<file path="src/rtl/multi_slot_timer_table_top_defines.svh">
// Assertion macros shared by the timer table modules.
// Each macro expects signals named clk and arst_n in the enclosing module.
`ifndef MULTI_SLOT_TIMER_TABLE_TOP_DEFINES_SVH
`define MULTI_SLOT_TIMER_TABLE_TOP_DEFINES_SVH

// Consequent must hold in the same cycle as the antecedent.
`define MSTT_ASSERT_NOW(label, ante, cons, msg) \
	label: assert property (@(posedge clk) disable iff (!arst_n) (ante) |-> (cons)) \
		else $error(msg);

// Consequent must hold in the cycle after the antecedent.
`define MSTT_ASSERT_NEXT(label, ante, cons, msg) \
	label: assert property (@(posedge clk) disable iff (!arst_n) (ante) |=> (cons)) \
		else $error(msg);

`endif

</file>
<file path="src/rtl/mstt_pkg.sv">
package mstt_pkg;

	localparam int DEF_SLOTS       = 16;
	localparam int DEF_ID_WIDTH    = 32;
	localparam int DEF_TIME_WIDTH  = 32;
	localparam int DEF_COUNT_WIDTH = 16;

	typedef enum logic [1:0] {
		REQ_TICK     = 2'd0,
		REQ_ONESHOT  = 2'd1,
		REQ_PERIODIC = 2'd2,
		REQ_DISARM   = 2'd3
	} req_type_t;

	typedef enum logic [2:0] {
		KIND_ARMED     = 3'd0,
		KIND_FULL      = 3'd1,
		KIND_DISARMED  = 3'd2,
		KIND_NOT_FOUND = 3'd3,
		KIND_FIRED     = 3'd4
	} kind_t;

	// What the controller asks the datapath to place in the output register.
	typedef enum logic [2:0] {
		PUSH_NONE,
		PUSH_ARMED,
		PUSH_FULL,
		PUSH_DISARM,
		PUSH_LAST
	} push_t;

	typedef struct packed {
		logic  load;      // capture the request payload
		logic  rd_en;     // read the slot row at the scan index
		logic  ev_commit; // retire the slot row held in the evaluate stage
		push_t push;
	} ctl_cmd_t;

	typedef struct packed {
		logic in_is_arm;  // request at the input port arms a timer
		logic is_tick;    // captured request is a tick
		logic active_idx; // slot at the scan index is active
		logic ev_block;   // evaluated slot must emit but has nowhere to go
		logic pend_vld;   // a fired result is held back for the last flag
		logic out_free;   // output register can take a result this cycle
	} dp_stat_t;

endpackage

</file>
<file path="src/rtl/mstt_in_if.sv">
interface mstt_in_if;
	logic        valid;
	logic        ready;
	logic [1:0]  req_type;
	logic [31:0] delay_ticks;
	logic [15:0] repeat_count;
	logic [31:0] timer_id;

	modport source (output valid, output req_type, output delay_ticks,
		output repeat_count, output timer_id, input ready);
	modport sink (input valid, input req_type, input delay_ticks,
		input repeat_count, input timer_id, output ready);
endinterface

</file>
<file path="src/rtl/mstt_out_if.sv">
interface mstt_out_if;
	logic        valid;
	logic        ready;
	logic [2:0]  result_kind;
	logic [31:0] result_id;
	logic        last;

	modport source (output valid, output result_kind, output result_id,
		output last, input ready);
	modport sink (input valid, input result_kind, input result_id,
		input last, output ready);
endinterface

</file>
<file path="src/rtl/multi_slot_timer_table_top.sv">
// Channel  Modport  Payload                                          Results per request
// req      sink     req_type, delay_ticks, repeat_count, timer_id    -
// rsp      source   result_kind, result_id, last                     0 to SLOTS
//
// On arm the controller walks the active bits to the first free slot.
// Tick and disarm scan one slot per cycle unless stalled; only active slot rows are read from the slot RAM.
// Reset clears every active bit and sets the next identifier to one; the slot RAM is not cleared.
// A fired result waits in a holding register until the next one or the end of the scan, which
// sets its last flag; the scan stalls when a slot fires while that register and the output register are both full.

module multi_slot_timer_table_top import mstt_pkg::*; #(
	parameter int SLOTS       = DEF_SLOTS,
	parameter int ID_WIDTH    = DEF_ID_WIDTH,
	parameter int TIME_WIDTH  = DEF_TIME_WIDTH,
	parameter int COUNT_WIDTH = DEF_COUNT_WIDTH
) (
	input  logic      clk,
	input  logic      arst_n,
	mstt_in_if.sink   req,
	mstt_out_if.source rsp
);

	localparam int AW = (SLOTS > 1) ? $clog2(SLOTS) : 1;

	// Commands flow from the controller into the datapath, status flows back.
	ctl_cmd_t      cmd;
	dp_stat_t      stat;
	logic [AW-1:0] rd_idx;
	logic [AW-1:0] ev_idx;

	// The controller owns the request handshake and the scan sequence. A request is
	// taken only in its idle state, so the payload is captured once per request.
	mstt_ctrl #(
		.SLOTS(SLOTS)
	) u_ctrl (
		.clk     (clk),
		.arst_n  (arst_n),
		.in_valid(req.valid),
		.in_ready(req.ready),
		.stat    (stat),
		.cmd     (cmd),
		.rd_idx  (rd_idx),
		.ev_idx  (ev_idx)
	);

	// The datapath holds the slot table, the identifier counter, the held fired
	// result and the output register that drives the result channel.
	mstt_dp #(
		.SLOTS      (SLOTS),
		.ID_WIDTH   (ID_WIDTH),
		.TIME_WIDTH (TIME_WIDTH),
		.COUNT_WIDTH(COUNT_WIDTH)
	) u_dp (
		.clk            (clk),
		.arst_n         (arst_n),
		.in_req_type    (req.req_type),
		.in_delay_ticks (req.delay_ticks),
		.in_repeat_count(req.repeat_count),
		.in_timer_id    (req.timer_id),
		.cmd            (cmd),
		.rd_idx         (rd_idx),
		.ev_idx         (ev_idx),
		.stat           (stat),
		.rsp            (rsp)
	);

endmodule

</file>
<file path="src/rtl/mstt_ram.sv">
module mstt_ram #(
	parameter int WIDTH = 8,
	parameter int DEPTH = 16
) (
	input  logic                                   clk,
	input  logic                                   we,
	input  logic [((DEPTH > 1) ? $clog2(DEPTH) : 1)-1:0] waddr,
	input  logic [WIDTH-1:0]                       wdata,
	input  logic                                   re,
	input  logic [((DEPTH > 1) ? $clog2(DEPTH) : 1)-1:0] raddr,
	output logic [WIDTH-1:0]                       rdata
);

	logic [WIDTH-1:0] mem_q [DEPTH];
	logic [WIDTH-1:0] rdata_q;

	always_ff @(posedge clk) begin
		if (we) begin
			mem_q[waddr] <= wdata;
		end
		if (re) begin
			rdata_q <= mem_q[raddr];
		end
	end

	assign rdata = rdata_q;

endmodule

</file>
<file path="src/rtl/mstt_ctrl.sv">
`include "multi_slot_timer_table_top_defines.svh"

module mstt_ctrl import mstt_pkg::*; #(
	parameter int SLOTS = DEF_SLOTS
) (
	input  logic                                   clk,
	input  logic                                   arst_n,
	input  logic                                   in_valid,
	output logic                                   in_ready,
	input  dp_stat_t                               stat,
	output ctl_cmd_t                               cmd,
	output logic [((SLOTS > 1) ? $clog2(SLOTS) : 1)-1:0] rd_idx,
	output logic [((SLOTS > 1) ? $clog2(SLOTS) : 1)-1:0] ev_idx
);

	localparam int AW    = (SLOTS > 1) ? $clog2(SLOTS) : 1;
	localparam int CNT_W = $clog2(SLOTS + 1);
	localparam logic [CNT_W-1:0] SLOTS_C = CNT_W'(SLOTS);

	typedef enum logic [3:0] {
		ST_IDLE = 4'b0001,
		ST_ARM  = 4'b0010,
		ST_SCAN = 4'b0100,
		ST_FIN  = 4'b1000
	} state_t;

	state_t           state_q, state_d;
	logic [CNT_W-1:0] idx_q, idx_d;
	logic             ev_vld_s1, ev_vld_d;
	logic [AW-1:0]    ev_idx_s1;
	logic             rd_done;
	logic             stall;

	assign rd_done = (idx_q == SLOTS_C);
	assign stall   = ev_vld_s1 && stat.ev_block;
	assign rd_idx  = idx_q[AW-1:0];
	assign ev_idx  = ev_idx_s1;

	always_comb begin
		state_d       = state_q;
		idx_d         = idx_q;
		ev_vld_d      = 1'b0;
		in_ready      = 1'b0;
		cmd.load      = 1'b0;
		cmd.rd_en     = 1'b0;
		cmd.ev_commit = 1'b0;
		cmd.push      = PUSH_NONE;
		unique case (state_q)
			ST_IDLE: begin
				in_ready = 1'b1;
				if (in_valid) begin
					cmd.load = 1'b1;
					idx_d    = '0;
					state_d  = stat.in_is_arm ? ST_ARM : ST_SCAN;
				end
			end
			ST_ARM: begin
				// Walk the active bits until the first free slot.
				if (rd_done) begin
					if (stat.out_free) begin
						cmd.push = PUSH_FULL;
						state_d  = ST_IDLE;
					end
				end else if (!stat.active_idx) begin
					if (stat.out_free) begin
						cmd.push = PUSH_ARMED;
						state_d  = ST_IDLE;
					end
				end else begin
					idx_d = idx_q + CNT_W'(1);
				end
			end
			ST_SCAN: begin
				// Read stage at idx_q overlaps the evaluate stage of the slot before it.
				if (stall) begin
					ev_vld_d = 1'b1;
				end else begin
					cmd.ev_commit = ev_vld_s1;
					ev_vld_d      = !rd_done && stat.active_idx;
					cmd.rd_en     = ev_vld_d;
					if (rd_done) begin
						state_d = ST_FIN;
					end else begin
						idx_d = idx_q + CNT_W'(1);
					end
				end
			end
			ST_FIN: begin
				if (stat.is_tick) begin
					if (!stat.pend_vld) begin
						state_d = ST_IDLE;
					end else if (stat.out_free) begin
						cmd.push = PUSH_LAST;
						state_d  = ST_IDLE;
					end
				end else if (stat.out_free) begin
					cmd.push = PUSH_DISARM;
					state_d  = ST_IDLE;
				end
			end
			default: begin
				state_d = ST_IDLE;
			end
		endcase
	end

	always_ff @(posedge clk or negedge arst_n) begin
		if (!arst_n) begin
			state_q   <= ST_IDLE;
			idx_q     <= '0;
			ev_vld_s1 <= 1'b0;
		end else begin
			state_q   <= state_d;
			idx_q     <= idx_d;
			ev_vld_s1 <= ev_vld_d;
		end
	end

	always_ff @(posedge clk) begin
		if (!stall) begin
			ev_idx_s1 <= idx_q[AW-1:0];
		end
	end

	`MSTT_ASSERT_NOW(a_idle_no_eval, state_q == ST_IDLE, !ev_vld_s1, "evaluate stage busy while idle")
	`MSTT_ASSERT_NOW(a_eval_in_scan, ev_vld_s1, state_q == ST_SCAN, "evaluate stage busy outside scan")
	`MSTT_ASSERT_NEXT(a_stall_holds_idx, stall, $stable(idx_q), "scan index moved during a stall")

endmodule

</file>
<file path="src/rtl/mstt_dp.sv">
`include "multi_slot_timer_table_top_defines.svh"

module mstt_dp import mstt_pkg::*; #(
	parameter int SLOTS       = DEF_SLOTS,
	parameter int ID_WIDTH    = DEF_ID_WIDTH,
	parameter int TIME_WIDTH  = DEF_TIME_WIDTH,
	parameter int COUNT_WIDTH = DEF_COUNT_WIDTH
) (
	input  logic                                   clk,
	input  logic                                   arst_n,
	input  logic [1:0]                             in_req_type,
	input  logic [31:0]                            in_delay_ticks,
	input  logic [15:0]                            in_repeat_count,
	input  logic [31:0]                            in_timer_id,
	input  ctl_cmd_t                               cmd,
	input  logic [((SLOTS > 1) ? $clog2(SLOTS) : 1)-1:0] rd_idx,
	input  logic [((SLOTS > 1) ? $clog2(SLOTS) : 1)-1:0] ev_idx,
	output dp_stat_t                               stat,
	mstt_out_if.source                             rsp
);

	localparam int AW    = (SLOTS > 1) ? $clog2(SLOTS) : 1;
	localparam int ROW_W = ID_WIDTH + 2 * TIME_WIDTH + 2 * COUNT_WIDTH;

	typedef struct packed {
		logic [ID_WIDTH-1:0]    ident;
		logic [TIME_WIDTH-1:0]  remaining;
		logic [TIME_WIDTH-1:0]  period;
		logic [COUNT_WIDTH-1:0] limit;
		logic [COUNT_WIDTH-1:0] fired;
	} row_t;

	req_type_t              type_q;
	logic [TIME_WIDTH-1:0]  delay_q;
	logic [COUNT_WIDTH-1:0] count_q;
	logic [ID_WIDTH-1:0]    tid_q;
	logic                   hit_q;
	logic [ID_WIDTH-1:0]    next_id_q;
	logic [SLOTS-1:0]       active_q;
	logic                   pend_vld_q;
	logic [ID_WIDTH-1:0]    pend_id_q;
	logic                   out_vld_q;
	kind_t                  out_kind_q;
	logic [31:0]            out_id_q;
	logic                   out_last_q;

	logic [ROW_W-1:0]       ram_rdata;
	logic                   ram_we;
	logic [AW-1:0]          ram_waddr;
	row_t                   ram_wrow;
	row_t                   ev_row;
	row_t                   arm_row;
	row_t                   tick_row;
	logic [TIME_WIDTH-1:0]  rem_dec;
	logic [COUNT_WIDTH-1:0] fired_inc;
	logic                   fire;
	logic                   reload;
	logic                   match;
	logic                   is_tick;
	logic                   is_periodic;
	logic                   out_free;
	logic                   emit_ok;
	logic                   ev_emit;
	logic                   out_load;
	kind_t                  out_kind_d;
	logic [31:0]            out_id_d;
	logic                   out_last_d;

	assign ev_row      = row_t'(ram_rdata);
	assign is_tick     = (type_q == REQ_TICK);
	assign is_periodic = (type_q == REQ_PERIODIC);

	// Slot evaluation on a tick: count down, saturating, then fire and reload or retire.
	assign rem_dec   = (ev_row.remaining != '0) ? ev_row.remaining - TIME_WIDTH'(1) : '0;
	assign fire      = (rem_dec == '0);
	assign fired_inc = (ev_row.fired != '1) ? ev_row.fired + COUNT_WIDTH'(1) : ev_row.fired;
	assign reload    = (ev_row.period != '0) &&
		((ev_row.limit == '0) || (fired_inc < ev_row.limit));
	assign match     = (ev_row.ident == tid_q);

	assign out_free = !out_vld_q || rsp.ready;
	assign emit_ok  = !pend_vld_q || out_free;
	assign ev_emit  = cmd.ev_commit && is_tick && fire;

	always_comb begin
		tick_row           = ev_row;
		tick_row.remaining = (fire && reload) ? ev_row.period : rem_dec;
		tick_row.fired     = fire ? fired_inc : ev_row.fired;

		arm_row.ident     = next_id_q;
		arm_row.remaining = delay_q;
		arm_row.period    = is_periodic ? delay_q : '0;
		arm_row.limit     = is_periodic ? count_q : COUNT_WIDTH'(1);
		arm_row.fired     = '0;
	end

	assign ram_we    = (cmd.ev_commit && is_tick) || (cmd.push == PUSH_ARMED);
	assign ram_waddr = (cmd.push == PUSH_ARMED) ? rd_idx : ev_idx;
	assign ram_wrow  = (cmd.push == PUSH_ARMED) ? arm_row : tick_row;

	mstt_ram #(
		.WIDTH(ROW_W),
		.DEPTH(SLOTS)
	) u_slot_ram (
		.clk  (clk),
		.we   (ram_we),
		.waddr(ram_waddr),
		.wdata(ram_wrow),
		.re   (cmd.rd_en),
		.raddr(rd_idx),
		.rdata(ram_rdata)
	);

	always_comb begin
		out_load   = 1'b0;
		out_kind_d = KIND_FIRED;
		out_id_d   = 32'(pend_id_q);
		out_last_d = 1'b1;
		unique case (cmd.push)
			PUSH_ARMED: begin
				out_load   = 1'b1;
				out_kind_d = KIND_ARMED;
				out_id_d   = 32'(next_id_q);
			end
			PUSH_FULL: begin
				out_load   = 1'b1;
				out_kind_d = KIND_FULL;
				out_id_d   = '0;
			end
			PUSH_DISARM: begin
				out_load   = 1'b1;
				out_kind_d = hit_q ? KIND_DISARMED : KIND_NOT_FOUND;
				out_id_d   = 32'(tid_q);
			end
			PUSH_LAST: begin
				out_load = 1'b1;
			end
			PUSH_NONE: begin
				// A newer firing pushes the held one out, which therefore is not last.
				out_load   = ev_emit && pend_vld_q;
				out_last_d = 1'b0;
			end
			default: begin
				out_load = 1'b0;
			end
		endcase
	end

	always_ff @(posedge clk or negedge arst_n) begin
		if (!arst_n) begin
			type_q     <= REQ_TICK;
			hit_q      <= 1'b0;
			next_id_q  <= ID_WIDTH'(1);
			active_q   <= '0;
			pend_vld_q <= 1'b0;
			out_vld_q  <= 1'b0;
		end else begin
			if (cmd.load) begin
				type_q <= req_type_t'(in_req_type);
				hit_q  <= 1'b0;
			end
			if (cmd.push == PUSH_ARMED) begin
				active_q[rd_idx] <= 1'b1;
				next_id_q        <= next_id_q + ID_WIDTH'(1);
			end
			if (cmd.ev_commit) begin
				if (is_tick) begin
					if (fire && !reload) begin
						active_q[ev_idx] <= 1'b0;
					end
				end else if (match) begin
					active_q[ev_idx] <= 1'b0;
					hit_q            <= 1'b1;
				end
			end
			if (ev_emit) begin
				pend_vld_q <= 1'b1;
			end else if (cmd.push == PUSH_LAST) begin
				pend_vld_q <= 1'b0;
			end
			if (out_load) begin
				out_vld_q <= 1'b1;
			end else if (rsp.ready) begin
				out_vld_q <= 1'b0;
			end
		end
	end

	always_ff @(posedge clk) begin
		if (cmd.load) begin
			delay_q <= TIME_WIDTH'(in_delay_ticks);
			count_q <= COUNT_WIDTH'(in_repeat_count);
			tid_q   <= ID_WIDTH'(in_timer_id);
		end
		if (ev_emit) begin
			pend_id_q <= ev_row.ident;
		end
		if (out_load) begin
			out_kind_q <= out_kind_d;
			out_id_q   <= out_id_d;
			out_last_q <= out_last_d;
		end
	end

	assign stat.in_is_arm  = (req_type_t'(in_req_type) == REQ_ONESHOT) ||
		(req_type_t'(in_req_type) == REQ_PERIODIC);
	assign stat.is_tick    = is_tick;
	assign stat.active_idx = active_q[rd_idx];
	assign stat.ev_block   = is_tick && fire && !emit_ok;
	assign stat.pend_vld   = pend_vld_q;
	assign stat.out_free   = out_free;

	assign rsp.valid       = out_vld_q;
	assign rsp.result_kind = out_kind_q;
	assign rsp.result_id   = out_id_q;
	assign rsp.last        = out_last_q;

	`MSTT_ASSERT_NOW(a_push_into_free, cmd.push != PUSH_NONE, out_free, "result pushed into a full output register")
	`MSTT_ASSERT_NOW(a_emit_has_room, ev_emit, emit_ok, "fired result committed without room")
	`MSTT_ASSERT_NOW(a_load_no_pending, cmd.load, !pend_vld_q, "request accepted with a held result")

endmodule
</file>
<file path="src/flat_wrapper.sv">
// flat-port wrapper written by rule: the top's interface ports become plain ports
module multi_slot_timer_table_top_flat import mstt_pkg::*;
#(
	parameter int SLOTS       = DEF_SLOTS,
	parameter int ID_WIDTH    = DEF_ID_WIDTH,
	parameter int TIME_WIDTH  = DEF_TIME_WIDTH,
	parameter int COUNT_WIDTH = DEF_COUNT_WIDTH
)
  (clk, arst_n, req_valid, req_req_type, req_delay_ticks, req_repeat_count, req_timer_id, req_ready, rsp_valid, rsp_result_kind, rsp_result_id, rsp_last, rsp_ready);
  mstt_in_if req_i ();
  mstt_out_if rsp_i ();
  input  logic clk;
  input  logic arst_n;
  input wire logic [$bits(req_i.valid)-1:0] req_valid;
  input wire logic [$bits(req_i.req_type)-1:0] req_req_type;
  input wire logic [$bits(req_i.delay_ticks)-1:0] req_delay_ticks;
  input wire logic [$bits(req_i.repeat_count)-1:0] req_repeat_count;
  input wire logic [$bits(req_i.timer_id)-1:0] req_timer_id;
  output wire logic [$bits(req_i.ready)-1:0] req_ready;
  output wire logic [$bits(rsp_i.valid)-1:0] rsp_valid;
  output wire logic [$bits(rsp_i.result_kind)-1:0] rsp_result_kind;
  output wire logic [$bits(rsp_i.result_id)-1:0] rsp_result_id;
  output wire logic [$bits(rsp_i.last)-1:0] rsp_last;
  input wire logic [$bits(rsp_i.ready)-1:0] rsp_ready;
  assign req_i.valid = req_valid;
  assign req_i.req_type = req_req_type;
  assign req_i.delay_ticks = req_delay_ticks;
  assign req_i.repeat_count = req_repeat_count;
  assign req_i.timer_id = req_timer_id;
  assign req_ready = req_i.ready;
  assign rsp_valid = rsp_i.valid;
  assign rsp_result_kind = rsp_i.result_kind;
  assign rsp_result_id = rsp_i.result_id;
  assign rsp_last = rsp_i.last;
  assign rsp_i.ready = rsp_ready;
  multi_slot_timer_table_top #(.SLOTS(SLOTS), .ID_WIDTH(ID_WIDTH), .TIME_WIDTH(TIME_WIDTH), .COUNT_WIDTH(COUNT_WIDTH)) u_core (.clk(clk), .arst_n(arst_n), .req(req_i), .rsp(rsp_i));
endmodule
</file>
<file path="config.mk">
export PLATFORM = sky130hd
export DESIGN_NAME = multi_slot_timer_table_top_flat
export DESIGN_NICKNAME = d
export VERILOG_FILES = /design/src/rtl/mstt_pkg.sv /design/src/rtl/mstt_in_if.sv /design/src/rtl/mstt_out_if.sv /design/src/rtl/multi_slot_timer_table_top.sv /design/src/rtl/mstt_ram.sv /design/src/rtl/mstt_ctrl.sv /design/src/rtl/mstt_dp.sv /design/src/flat_wrapper.sv
export VERILOG_INCLUDE_DIRS = /design/src /design/src/rtl
export SDC_FILE = /design/constraint.sdc
export NUM_CORES = 2
export LEC_CHECK = 0
export BUFFER_PORTS_ARGS = -buffer_cell sky130_fd_sc_hd__buf_4
export CAP_MARGIN = 15
export CORE_MARGIN = 5
export CORE_UTILIZATION = 50
export DETAILED_ROUTE_END_ITERATION = 12
export PLACE_DENSITY_LB_ADDON = 0.1
export RECOVER_POWER = 25
export SYNTH_ARGS = -nofsm -noshare
export SYNTH_HDL_FRONTEND = slang
export SYNTH_SLANG_ARGS = --single-unit
</file>
<file path="constraint.sdc">
create_clock -name clk -period 19.15 [get_ports clk]
set_input_delay 2.8725 -clock clk [delete_from_list [all_inputs] [get_ports clk]]
set_output_delay 2.8725 -clock clk [all_outputs]
set_load 0.01 [all_outputs]
</file>
# After elaboration in Yosys (flattened, before gate mapping)

Memories as Yosys holds them, arrays and structs flattened. A register that Yosys moved wholly into a read port is not among the register bits.
Index checks and enable logic that the tools add are counted.

Flip-flop bits (word level): 215
Bits in writable memories: 2048
Input port bits: 86
Output and inout port bits: 38
Memories: 1

Memories:

| name                         | depth | width | rd ports | clocked after Yosys merged registers in | wr ports | line           | source |
|---|---|---|---|---|---|---|---|
| u_core.u_dp.u_slot_ram.mem_q | 16    | 128   | 1        | 1                                       | 1        | mstt_ram.sv:14 | `logic [WIDTH-1:0] mem_q [DEPTH];` |

$add $sub $neg: 4
Magnitude comparators: 5
Equal/unequal tests: 21
Multiplexer cells: 66
Bitwise operators: 3
Reduce and logical (&&, ||, !) cells: 34

Operators by type and width:

| cell                                                                 | count |
|---|---|
| 128-bit two-way mux                                                  | 1 |
| 16-bit two-way mux                                                   | 8 |
| 32-bit two-way mux                                                   | 3 |
| 32-bit one-hot mux with 3 select lines                               | 1 |
| 32-bit nonzero test                                                  | 2 |
| 4-bit two-way mux                                                    | 9 |
| 32-bit by 1-bit adder with 32-bit output, second input constant      | 1 |
| 32-bit equality test                                                 | 1 |
| 32-bit logical NOT                                                   | 1 |
| 32-bit by 1-bit subtractor with 32-bit output, second input constant | 1 |
| 5-bit two-way mux                                                    | 5 |
| 1-bit two-way mux                                                    | 22 |
| 16-bit by 1-bit adder with 16-bit output, second input constant      | 1 |
| 16-bit bitwise AND                                                   | 1 |
| 16-bit logical NOT                                                   | 1 |
| 16-bit less-than comparator                                          | 1 |
| 16-bit inequality test, second input constant                        | 1 |
| 16-bit inverter                                                      | 1 |
| 16-bit OR                                                            | 1 |
| 4-bit one-hot mux with 4 select lines                                | 1 |
| 3-bit two-way mux                                                    | 5 |
| 5-bit one-hot mux with 3 select lines                                | 1 |
| 1-bit logical AND                                                    | 12 |
| 2-bit inequality test, second input constant                         | 6 |
| other kinds (29)                                                     | 46 |

# Depth between registers and ports, before layout

Depth after elaboration: 13
Mapped depth: 19
Depth with buffers taken out: 17

# Modules after synthesis

Synthesis repeated with hierarchy kept, for this count alone.

Cells, all modules: 4700
Area, all modules: 93484.7 µm²

Modules (own cells, without submodules):

| module    | times used | cells an instance | area each (µm²) | sequential area each (µm²) |
|---|---|---|---|---|
| mstt_ram  | 1          | 3365              | 80612.3         | 65342.7 |
| mstt_dp   | 1          | 1242              | 11923.9         | 5771.8 |
| mstt_ctrl | 1          | 93                | 948.4           | 371.6 |

# Worst setup path after synthesis

No wires, ideal clock.

Kind: input to register
Start: in rsp_ready
End: mem u_core.u_dp.u_slot_ram.mem_q[2][0] (netlist bit) (enable)
Arrival time: 10.330 ns
Required time: 18.492 ns
Slack: 8.162 ns
Stages on the path: 8
Buffers on the path: 2
Cells stage by stage: nand2b_1 nand2_1 or3_1 clkbuf_1 clkbuf_1 nor3_1 a21oi_1 a21oi_1

Word-level cells in the longest chain between the ends: 11

RTL lines:

| what                                                       | line               | source |
|---|---|---|
| start: declaration                                         | flat_wrapper.sv:24 | `input wire logic [$bits(rsp_i.ready)-1:0] rsp_ready;` |
| 1-bit logical OR (*)                                       | mstt_dp.sv:81      | `assign out_free = !out_vld_q \|\| rsp.ready;` |
| branches (longest 10 deep; another with 3-bit two-way mux) | n/a                |  |
| end: declaration                                           | mstt_ram.sv:14     |  |

Mark *: on every way between the ends.

# Worst setup path after layout

Start: reg u_core.u_ctrl.idx_q[0]
End: reg u_core.u_dp.next_id_q[27]

Word-level cells in the longest chain between the ends: 6

RTL lines:

| what                                               | line             | source |
|---|---|---|
| start: declaration                                 | mstt_ctrl.sv:28  | `logic [CNT_W-1:0] idx_q, idx_d;` |
| start signal: assignment                           | mstt_ctrl.sv:114 | `idx_q <= idx_d;` |
| 1-bit binary-select mux with 4-bit select          | mstt_dp.sv:208   | `assign stat.active_idx = active_q[rd_idx];` |
| 1-bit two-way mux (not written as such)            | mstt_dp.sv:208   |  |
| 1-bit two-way mux                                  | mstt_ctrl.sv:64  | `end else if (!stat.active_idx) begin` |
| 3-bit two-way mux (*)                              | mstt_ctrl.sv:59  | `if (rd_done) begin` |
| 3-bit one-hot mux with 2 select lines (*)          | mstt_ctrl.sv:48  | `unique case (state_q)` |
| 3-bit by 1-bit equality test with 1-bit output (*) | mstt_dp.sv:162   | `if (cmd.push == PUSH_ARMED) begin` |
| end signal: assignment                             | mstt_dp.sv:164   | `next_id_q <= next_id_q + ID_WIDTH'(1);` |
| end: declaration                                   | mstt_dp.sv:38    | `logic [ID_WIDTH-1:0] next_id_q;` |

Every way passes the cells marked *; elsewhere a longest branch is shown, timed or not. The select of a mux whose other input is x is not followed.
A chain may end at the register's enable or synchronous reset.

==> summary.md <==
| Metric | Value |
|---|---|
| Outcome | finished with violations |
| Failing checks | max-capacitance violations, max-slew violations |
| Met2 usage | 0.372 |
| Setup bufs post-CTS | 0 |
| Antenna cells | 0 |
| Crit path top cell by count | clkbuf_1 |
| Residual DRC | 0 |
| DP Wirelength | 123,000 um |
| Final worst path period need | 11.40 ns |
| Overall Global Routing Usage | 0.232 |
| Syn Area/Cell | 21.4 sq um |
| Final hold violations | 0 |
| GR met3 Demand/Resource | 0.0319 |
| Peak supply drop | 0.0944 mV |
| Synth area leaders | edfxtp_1 (75%), mux4_2 (16%), dfrtp_1 (1.6%) |
| R2r setup slk | 7.75 ns |
| Placed insts | 6,844 |
| Syn Inst Count | 4,351 |
| Drt via density | 6.23 |
| Skew-Pair Late Insertion Delay | 0.87 ns |
| Number of global-route vias before repair | 46,300 |
| CTS Buffer Depth | 3 |
| TritonRoute pass-1 iters | 5 |
| Syn Nets | 4,459 |
| DIE AREA | 0.195 sq mm |
| Synthesized cell area | 0.0933 sq mm |
| Worst Setup End Kind | register |
| Hold worst-path end | u_core.u_dp.pend_id_q[30] |
| Initial antenna violation count | 4 |
| Yosys top cell by area | edfxtp_1 |
| Post-cts resize count | 0 |
| Grt ovf | 0 |
| Final setup vio count | 0 |
| Via count | 45,500 |
| Max Freq | 0.0877 GHz |
| Critical path, cell by cell | clkbuf_1, inv_1, ha_1, and3_1, or3_1, clkbuf_1, clkbuf_1, nor4_1, and2_1, nand4_1, xnor2_1 |
| Area growth syn-to-layout | 12.7% |
| Period utilization | 0.595 |
| 1st-iter DRT viols | 4,928 |
| Pin count of the biggest net entering global routing | 145 |
| Starting Density | 0.503 |
| Pins Over Slew Limit | 1,004 |
| Utilization after layout | 0.567 |
| Detail-routed net length per standard cell | 31.2 um |
| Port buffer count | 123 |
| Final non-filler cell total | 7,301 |
| Clk slew on worst S/H paths | 0.06 ns |
| Antenna Nets Post-Route | 0 |
| CTS tree | built |
| Hold Crit Class | reg2reg |
| Relative slew margins | -4.29 |
| Post-synth top area share | 0.749 |
| CTS Sinks | 2,391 |
| Max-Cap Viols | 24 |
| Die H | 442 um |
| Flops & latches, synth | 2,391 |
| Synth async-reset ratio | 0.0263 |
| CP startpoint kind | register |
| Final #Nets | 4,727 |
| Worst endpoint data arrival time | 12.14 ns |
| Power density over cell area | 119 mW/mm^2 |
| Num rows | 158 |
| I/O pins | 124 |
| Hold depth | 0 |
| Hold bufs inserted after CTS | 0 |
| Number of flops mapped to enable cells by yosys | 2,328 |
| Die width | 442 um |
| Reg2Reg Capture Point | u_core.u_dp.next_id_q[27] |
| Setup Total Neg Slack | 0 ns |
| First-pass GRT wire length | 332,000 um |
| Setup CP Type | reg2reg |
| Most numerous cell in the Yosys netlist | edfxtp_1 |
| Setup crit start | u_core.u_ctrl.idx_q[0] |
| GRT busiest layer | met2 |
| Reg2reg path depth | 11 |
| HP Start | u_core.u_dp.u_slot_ram.rdata[126] |
| Inserted Clock Buffers | 236 |
| Leak | 32.3 nW |
| Routability cong. | 0.823 |
| Worst Path Max Fanout | 51 |
| CTS H-tree depth | 4 |
| Routed wire length | 228,000 um |
| Register area share after synthesis | 0.766 |
| RSZ-0062 raised after global routing | no |
| Worst Path Required | 19.89 ns |
| CORE AREA | 0.185 sq mm |
| Root Buffer | clkbuf_16 |
| Synth cell count leaders | edfxtp_1 (2,328), mux4_2 (645), nand2_1 (230), clkbuf_1 (181), nand3_1 (116) |
| Ys Warns | 0 |
| Main flop type after synthesis | edfxtp_1 |
| Worst-margin pin slew | 7.94 ns |
| Slowest cell on crit path | clkbuf_1 |
| Layout cells sized above 1 | 0.251 |
| Post-synth cell types | 72 |
| Worst r2r src | u_core.u_ctrl.idx_q[0] |
| Clock Skews | 0.0258 ns |
| Worst path max stage delay | 2.97 ns |
| Met1 usage | 0.341 |
## worst max path at each step
stage | endpoint | slack, ns | cells past startpoint
detailed placement | u_core.u_dp.u_slot_ram.mem_q[0][51] | 11.49 | 10
CTS | u_core.u_dp.u_slot_ram.mem_q[7][37] | 12.13 | 9
global placement | u_core.u_dp.u_slot_ram.mem_q[7][37] | 11.56 | 9
global route | u_core.u_dp.next_id_q[27] | 6.58 | 11
finish | u_core.u_dp.next_id_q[27] | 7.75 | 11
floorplan | u_core.u_dp.u_slot_ram.mem_q[2][0] | 8.16 | 8
## state kept, by name, summed over array words and instances (netlist names), 32 cells and up
register and flops:
u_core.u_dp.delay_q 32, u_core.u_dp.tid_q 32, u_core.u_dp.next_id_q 32, u_core.u_dp.u_slot_ram.rdata 128, u_core.u_dp.u_slot_ram.mem_q 2048, u_core.u_dp.rsp.result_id 32, u_core.u_dp.pend_id_q 32
## layout by cell type, fill, tap and decap left out, drive strengths merged, types with 32 or more instances in the layout
master | Yosys | final
buf | 44 | 95
nand4 | 41 | 41
dfrtp | 61 | 61
nand3 | 117 | 117
xnor2 | 67 | 67
mux4 | 645 | 645
nor4 | 40 | 40
nor2 | 76 | 76
o21ai | 37 | 37
a21oi | 86 | 86
clkinv | 0 | 107
nor3 | 33 | 33
inv | 68 | 77
nand2 | 230 | 230
clkbuf | 182 | 443
a222oi | 32 | 32
edfxtp | 2328 | 2328
## report_power, final
| group | total [mW] | leakage, nW | internal, mW | switching [mW] |
|---|---|---|---|---|
| clock | 4.61 | 3.74 | 2.65 | 1.96 |
| combinational | 1.82 | 6.74 | 0.886 | 0.931 |
| sequential | 6.11 | 21.8 | 5.98 | 0.124 |
## logic make-up (layout without fill, tap and decap cells)
kind of cell,count (synthesis),count (layout),synth area share
DFF,2391,2391,0.766
muxes,659,659,0.157
adders and majority gates,22,22,0.00295
buffers and inverters,294,764,0.0120
and+or+nand+nor,626,626,0.0329
xor gates and xnor gates,94,94,0.00882
AOI/OAI and AO/OA,265,265,0.0200
## per-layer routing
| metal | vias up | part of all wire | wire, um |
|---|---|---|---|
| met5 | - | 0.000057 | 13 |
| met4 | 2 | 0.027 | 6070 |
| met3 | 303 | 0.057 | 13000 |
| met2 | 1587 | 0.49 | 111000 |
| met1 | 24800 | 0.43 | 97900 |
| li1 | 18800 | - | - |
## worst max-delay path: cells and delay by family (launching register included)
family,cells,cell delay [ns]
XOR/XNOR,1,0.16
adder cells (fa/ha/maj),1,0.56
buffers and inverters,4,6.11
flip-flops,1,1.78
AND/OR/NAND/NOR,5,2.56
## area by class of cell
type / instances / area (sq um)
Multi-Input combinational cell: 1666 / 20900
Timing Repair Buffer: 256 / 1650
Inverter: 68 / 256
Sequential cell: 2391 / 71500
Tap cell: 2480 / 3100
Fill cell: 13900 / 80300
Clock inverter: 158 / 1560
Clock buffer: 282 / 6150
## through the flow
stage	hold slack (ns)	total power [mW]	setup slack, ns	area, sq um
final	0.520	12.5	7.75	105000
after global routing	0.530	13.0	6.58	105000
after CTS	0.512	12.6	12.13	105000
after detailed placement	0.495	8.05	11.49	97700
after global placement	0.487	8.04	11.56	97700
after floorplan	0.423	7.50	8.16	93300
Note: power is estimated with default switching activity, not from simulation.
